[src/bcv4_pkg.sv]
// ----------------------------------------------------------------------------
// bcv4_pkg
// Shared types and register map of the streaming 4x4 binary convolution.
// ----------------------------------------------------------------------------
`timescale 1ns / 1ps
`default_nettype none

package bcv4_pkg;

  localparam int TAPS       = 16;
  localparam int CFG_ADDR_W = 4;
  localparam int CFG_DATA_W = 32;

  typedef logic [TAPS-1:0] window_t;
  typedef logic signed [5:0] conv_t;

  typedef enum logic [1:0] {
    REG_KERNEL = 2'd0,
    REG_WIDTH  = 2'd1,
    REG_HEIGHT = 2'd2
  } reg_index_t;

endpackage

`default_nettype wire

[src/bcv4_dot.sv]
// ----------------------------------------------------------------------------
// bcv4_dot
// Signed dot product of a binary 4x4 window with the binary kernel.
// ----------------------------------------------------------------------------
`timescale 1ns / 1ps
`default_nettype none

module bcv4_dot
  import bcv4_pkg::*;
(
  input  window_t window,
  input  window_t kernel,
  output conv_t   conv
);

  window_t    diff;
  logic [4:0] mismatches;
  logic [5:0] twice;

  assign diff       = window ^ kernel;
  assign mismatches = 5'($countones(diff));
  assign twice      = {mismatches, 1'b0};
  assign conv       = conv_t'(6'd16 - twice);

endmodule

`default_nettype wire

[config.mk]
export PLATFORM = sky130hd
export DESIGN_NAME = bcv4_dot
export DESIGN_NICKNAME = d
export VERILOG_FILES = /design/src/bcv4_pkg.sv /design/src/bcv4_dot.sv
export SDC_FILE = /design/constraint.sdc
export NUM_CORES = 1
export LEC_CHECK = 0
export BUFFER_PORTS_ARGS = -buffer_cell sky130_fd_sc_hd__buf_2
export CAP_MARGIN = 20
export CORE_AREA = 2 2 39 41
export DETAILED_ROUTE_END_ITERATION = 8
export DIE_AREA = 0 0 41 43
export PLACE_DENSITY_LB_ADDON = 0.2
export SLEW_MARGIN = 25
export SYNTH_ARGS = -nofsm -noshare
export SYNTH_HDL_FRONTEND = slang
export SYNTH_SLANG_ARGS = --single-unit
export TNS_END_PERCENT = 100
[constraint.sdc]
create_clock -name vclk -period 13.6
set_input_delay 2.04 -clock vclk [all_inputs]
set_output_delay 2.04 -clock vclk [all_outputs]
set_load 0.05 [all_outputs]
==> flow_metrics.py, run 1 <==
metrics = {
    "layout": {
        "final_net_count": 153,
        "design.seq.count": 0,
        "n_clock_buffer": 0,
        "area_growth_pct": 30.0,
        "drive_gt1_frac": 0.369,
        "seq_area_sq_um": 0,
        "n_antenna_cell": 0,
    },
    "yosys": {
        "ys_types": 19,
        "synthTopCellsByArea": "fa_1, xor2_1, ha_1",
        "synth_area_sq_um": 633,
        "synth_largest_area_cell": "fa_1",
        "ys_seq_area_frac": 0,
        "ys_warn_count": 0,
        "netlist.area_leader.share": 0.316,
        "syn_avg_cell_area_sq_um": 9.31,
        "syn_nets": 116,
        "synthCells": 68,
    },
    "grt": {
        "grt_max_degree": 9,
        "overflow": 0,
        "grt_usage": 0.138,
        "grt_pass1_vias": 496,
        "grt_pass1_wl_um": 1800,
        "antenna_found_initial": 0,
    },
    "sta": {
        "period_share": 0.625,
        "period_needed_ns": 8.51,
        "hold_viol": 0,
        "setup_viol": 0,
        "finalSetupTns_ns": 0,
        "rsz0062_at_grt": "false",
        "slew_viol_final": 0,
        "fmax_mhz": 118,
    },
    "critical_path": {
        "crit_type": "input pin to primary output",
        "crit_buf_inv": 5,
        "path_depth": 16,
        "critical_path.top_delay_family": "adder cells",
        "crit_chain": "buf_2, xor2_1, fa_1, inv_1, fa_1, fa_1, inv_1, fa_1, ha_1, inv_1, fa_1, or4bb_1, mux2i_1, a211oi_1, xnor2_1, buf_2",
        "start_kind": "input pin",
        "cp_slowest_cell": "fa_1",
        "critPathMaxStageDelay_ns": 0.56,
        "cp.arrival_ns": 6.47,
        "worstPathMaxFanout": 4,
        "worstSetupStartpoint": "kernel[0]",
        "critPathCaptureType": "primary output",
        "crit_required_ns": 11.56,
        "cp_common_cell": "fa_1",
    },
    "placed_design": {
        "gp_congestion": 0.788,
        "portBuffers": 37,
        "dpl.hpwl_um": 1000,
    },
    "min_path": {
        "hp-start": "window[2]",
        "min_path_cells": 4,
        "hp-class": "input pin to primary output",
    },
    "detailed_routing": {
        "viasPerCell": 4.72,
        "drtPass1Iterations": 2,
        "routed_wl_um": 1060,
        "post_drt_wl_per_cell_um": 8.87,
        "drtIter0Drc": 2,
        "drc": 0,
        "ant_nets": 0,
        "vias": 562,
    },
    "floorplan": {
        "row_count": 14,
        "die_width_um": 41,
        "dieArea_sq_um": 1760,
        "ios": 38,
        "die_h_um": 43,
        "start_util": 0.458,
        "core_area_sq_um": 1380,
    },
    "run_status": {
        "status": "completed",
    },
    "clock_tree": {
        "cts_resized": 0,
        "post_cts_buffers": 0,
        "ctsHoldBuffers": 0,
    },
    "job": {
        "drv_cap": 0,
    },
}
## stage by stage
stage | std cells | hold WS [ns] | cell area [sq um] | utilization | setup WS [ns]
2_1_floorplan | 68 | 4.60 | 633 | - | 4.90
6_report | 119 | 4.75 | 823 | 0.595 | 5.09
3_3_place_gp | 119 | 4.75 | 823 | 0.595 | 5.12
4_1_cts | 119 | 4.75 | 823 | 0.595 | 5.06
5_1_grt | 119 | 4.78 | 823 | 0.595 | 4.84
3_5_place_dp | 119 | 4.75 | 823 | 0.595 | 5.07
## path summary, 6_finish.rpt
| check | endpoint | slack, ns |
|---|---|---|
| max | conv[4] | 5.09 |
| min | conv[1] | 4.75 |
## cells by family after synthesis
family          after synthesis  synth area share
buf+inv                      14            0.0948
xor+xnor                     19             0.263
compound gates                8            0.0771
other cells                   1           0.00592
simple gates                  7            0.0751
fa+ha+maj                    17             0.451
mux                           2            0.0336
## per-layer routing
layer	GRT usage	up-vias	routed length (um)	part of all wire
met5	0	-	0	0
met4	0	0	0	0
met3	0	0	62	0.059
met2	0.256	19	578	0.55
met1	0.179	258	416	0.39
li1	-	285	-	-
## layout by cell type, fill, tap and decap left out
| cell | n |
|---|---|
| mux2_2 | 1 |
| ha_1 | 6 |
| inv_1 | 12 |
| o22ai_1 | 2 |
| nand3b_1 | 1 |
| buf_2 | 37 |
| mux2i_1 | 1 |
| a211oi_1 | 1 |
| nand2_1 | 2 |
| conb_1 | 1 |
| nand2b_1 | 1 |
| nor2_1 | 1 |
| xor2_1 | 11 |
| a211o_1 | 1 |
| a21oi_1 | 4 |
| or4bb_1 | 2 |
| maj3_1 | 1 |
| fa_1 | 10 |
| xnor2_1 | 8 |
## cells in the mapped netlist
cell / n
o22ai_1: 2
xor2_1: 11
or4bb_1: 2
nor2_1: 1
xnor2_1: 8
a21oi_1: 4
inv_1: 12
mux2_2: 1
conb_1: 1
fa_1: 10
nand2_1: 2
a211oi_1: 1
ha_1: 6
maj3_1: 1
nand2b_1: 1
buf_4: 2
a211o_1: 1
nand3b_1: 1
mux2i_1: 1
## layout make-up
cell class / instances / area (sq um)
inverters: 12 / 45.0
fillers: 129 / 561
repair buffers: 37 / 185
multi-input cells: 54 / 573
well taps: 16 / 20.0
Power of run 1 is left out: the tool's default activity adds up to more than one toggle a clock period on the data nets, which glitch-free logic cannot reach.
==> inputs of run 2 (changes only) <==
--- a/config.mk
+++ b/config.mk
@@ -7,9 +7,9 @@
 export LEC_CHECK = 0
 export BUFFER_PORTS_ARGS = -buffer_cell sky130_fd_sc_hd__buf_2
 export CAP_MARGIN = 20
-export CORE_AREA = 2 2 39 41
+export CORE_MARGIN = 2
+export CORE_UTILIZATION = 42
 export DETAILED_ROUTE_END_ITERATION = 8
-export DIE_AREA = 0 0 41 43
 export PLACE_DENSITY_LB_ADDON = 0.2
 export SLEW_MARGIN = 25
 export SYNTH_ARGS = -nofsm -noshare
==> constraint.sdc (replaced) <==
create_clock -name vclk -period 6.9
set_input_delay 1.035 -clock vclk [all_inputs]
set_output_delay 1.035 -clock vclk [all_outputs]
set_load 0.05 [all_outputs]
==> run 2 against run 1 <==
  * Via count down 1.4%
  * Cell count unchanged
  * Count of clock-buffer cells in the layout unchanged
  * First-iteration DRC count up 100%
  * Routed wire length down 1.2%
==> flow_metrics.py, run 2 (same netlist as run 1, synthesis figures left out) <==
metrics = {
    "layout": {
        "final_cell_mix": "buf_2, inv_1, xor2_1",
        "area_growth_pct": 30.0,
        "n_antenna_cell": 0,
        "seq_area_sq_um": 0,
        "design.seq.count": 0,
        "final_area_sq_um": 823,
        "layout_commonest_cell": "buf_2",
        "final_net_count": 153,
        "drive_gt1_frac": 0.369,
        "n_clock_buffer": 0,
    },
    "sta": {
        "worst_hold_slack_ns": 2.74,
        "period_needed_ns": 6.53,
        "hold_viol": 0,
        "rsz0062_at_grt": "false",
        "slew_viol_final": 0,
        "fmax_mhz": 153,
        "finalSetupTns_ns": 0,
        "setup_viol": 0,
        "period_share": 0.947,
    },
    "job": {
        "drv_cap": 0,
    },
    "floorplan": {
        "ios": 38,
        "start_util": 0.435,
        "dieArea_sq_um": 1830,
        "die_width_um": 42.8,
        "row_count": 14,
        "core_area_sq_um": 1450,
        "die_h_um": 42.8,
    },
    "detailed_routing": {
        "drc": 0,
        "post_drt_wl_per_cell_um": 8.76,
        "drtPass1Iterations": 3,
        "vias": 554,
        "ant_nets": 0,
        "drtIter0Drc": 4,
        "viasPerCell": 4.66,
        "routed_wl_um": 1040,
    },
    "critical_path": {
        "crit_required_ns": 5.86,
        "cp_common_cell": "fa_1",
        "cp_slowest_cell": "fa_1",
        "start_kind": "input pin",
        "worstPathMaxFanout": 4,
        "critPathCaptureType": "primary output",
        "critPathMaxStageDelay_ns": 0.58,
        "crit_type": "input pin to primary output",
        "cp.arrival_ns": 5.50,
        "crit_chain": "buf_2, xor2_1, fa_1, inv_1, fa_1, fa_1, inv_1, fa_1, ha_1, inv_1, fa_1, or4bb_1, mux2i_1, a211oi_1, xnor2_1, buf_2",
    },
    "grt": {
        "grt_use_met3": 0,
        "antenna_found_initial": 0,
        "grt_max_degree": 9,
        "overflow": 0,
        "grt_pass1_vias": 512,
        "met1_usage": 0.158,
        "grt_busiest_layer": "met2",
        "met2_usage": 0.264,
        "grt_usage": 0.129,
        "grt_pass1_wl_um": 1950,
    },
    "clock_tree": {
        "ctsHoldBuffers": 0,
        "post_cts_buffers": 0,
        "cts_resized": 0,
    },
    "placed_design": {
        "gp_congestion": 0.649,
        "placedInstanceArea_sq_um": 823,
        "dpl.hpwl_um": 972,
        "portBuffers": 37,
    },
    "min_path": {
        "hp-class": "input pin to primary output",
    },
    "run_status": {
        "status": "completed",
    },
}
==> run 2: area by class of cell <==
class	instances	area, sq um
fill	147	631
timing repair buffer	37	185
multi-input combinational	54	573
inverter	12	45.0
tap	16	20.0
==> run 2: worst paths after layout <==
check | start | endpoint | slack (ns) | depth (start not counted)
setup / recovery | kernel[0] | conv[4] | 0.37 | 16
hold / removal | window[2] | conv[1] | 2.74 | 4
==> run 2: through the flow <==
stage          setup slack [ns]  utilization  instances
2_1_floorplan             0.211            -         68
3_3_place_gp              0.433        0.566        119
3_5_place_dp              0.345        0.566        119
4_1_cts                   0.356        0.566        119
5_1_grt                   0.159        0.566        119
6_report                  0.368        0.566        119
==> run 2: per-layer routing <==
metal  up-vias  part of all wire
met5         -                 0
met4         0                 0
met3         0             0.054
met2        14              0.53
met1       254              0.41
li1        286                 -
==> run 2: worst max-delay path: cells and delay by family <==
family	cells	cell delay [ns]
adder cells (fa/ha/maj)	6	2.88
buffers and inverters	5	0.54
AND/OR/NAND/NOR	1	0.50
XOR/XNOR	2	0.30
multiplexers	1	0.14
AO/OA/AOI/OAI	1	0.08
Power of run 2 is left out for the same reason.
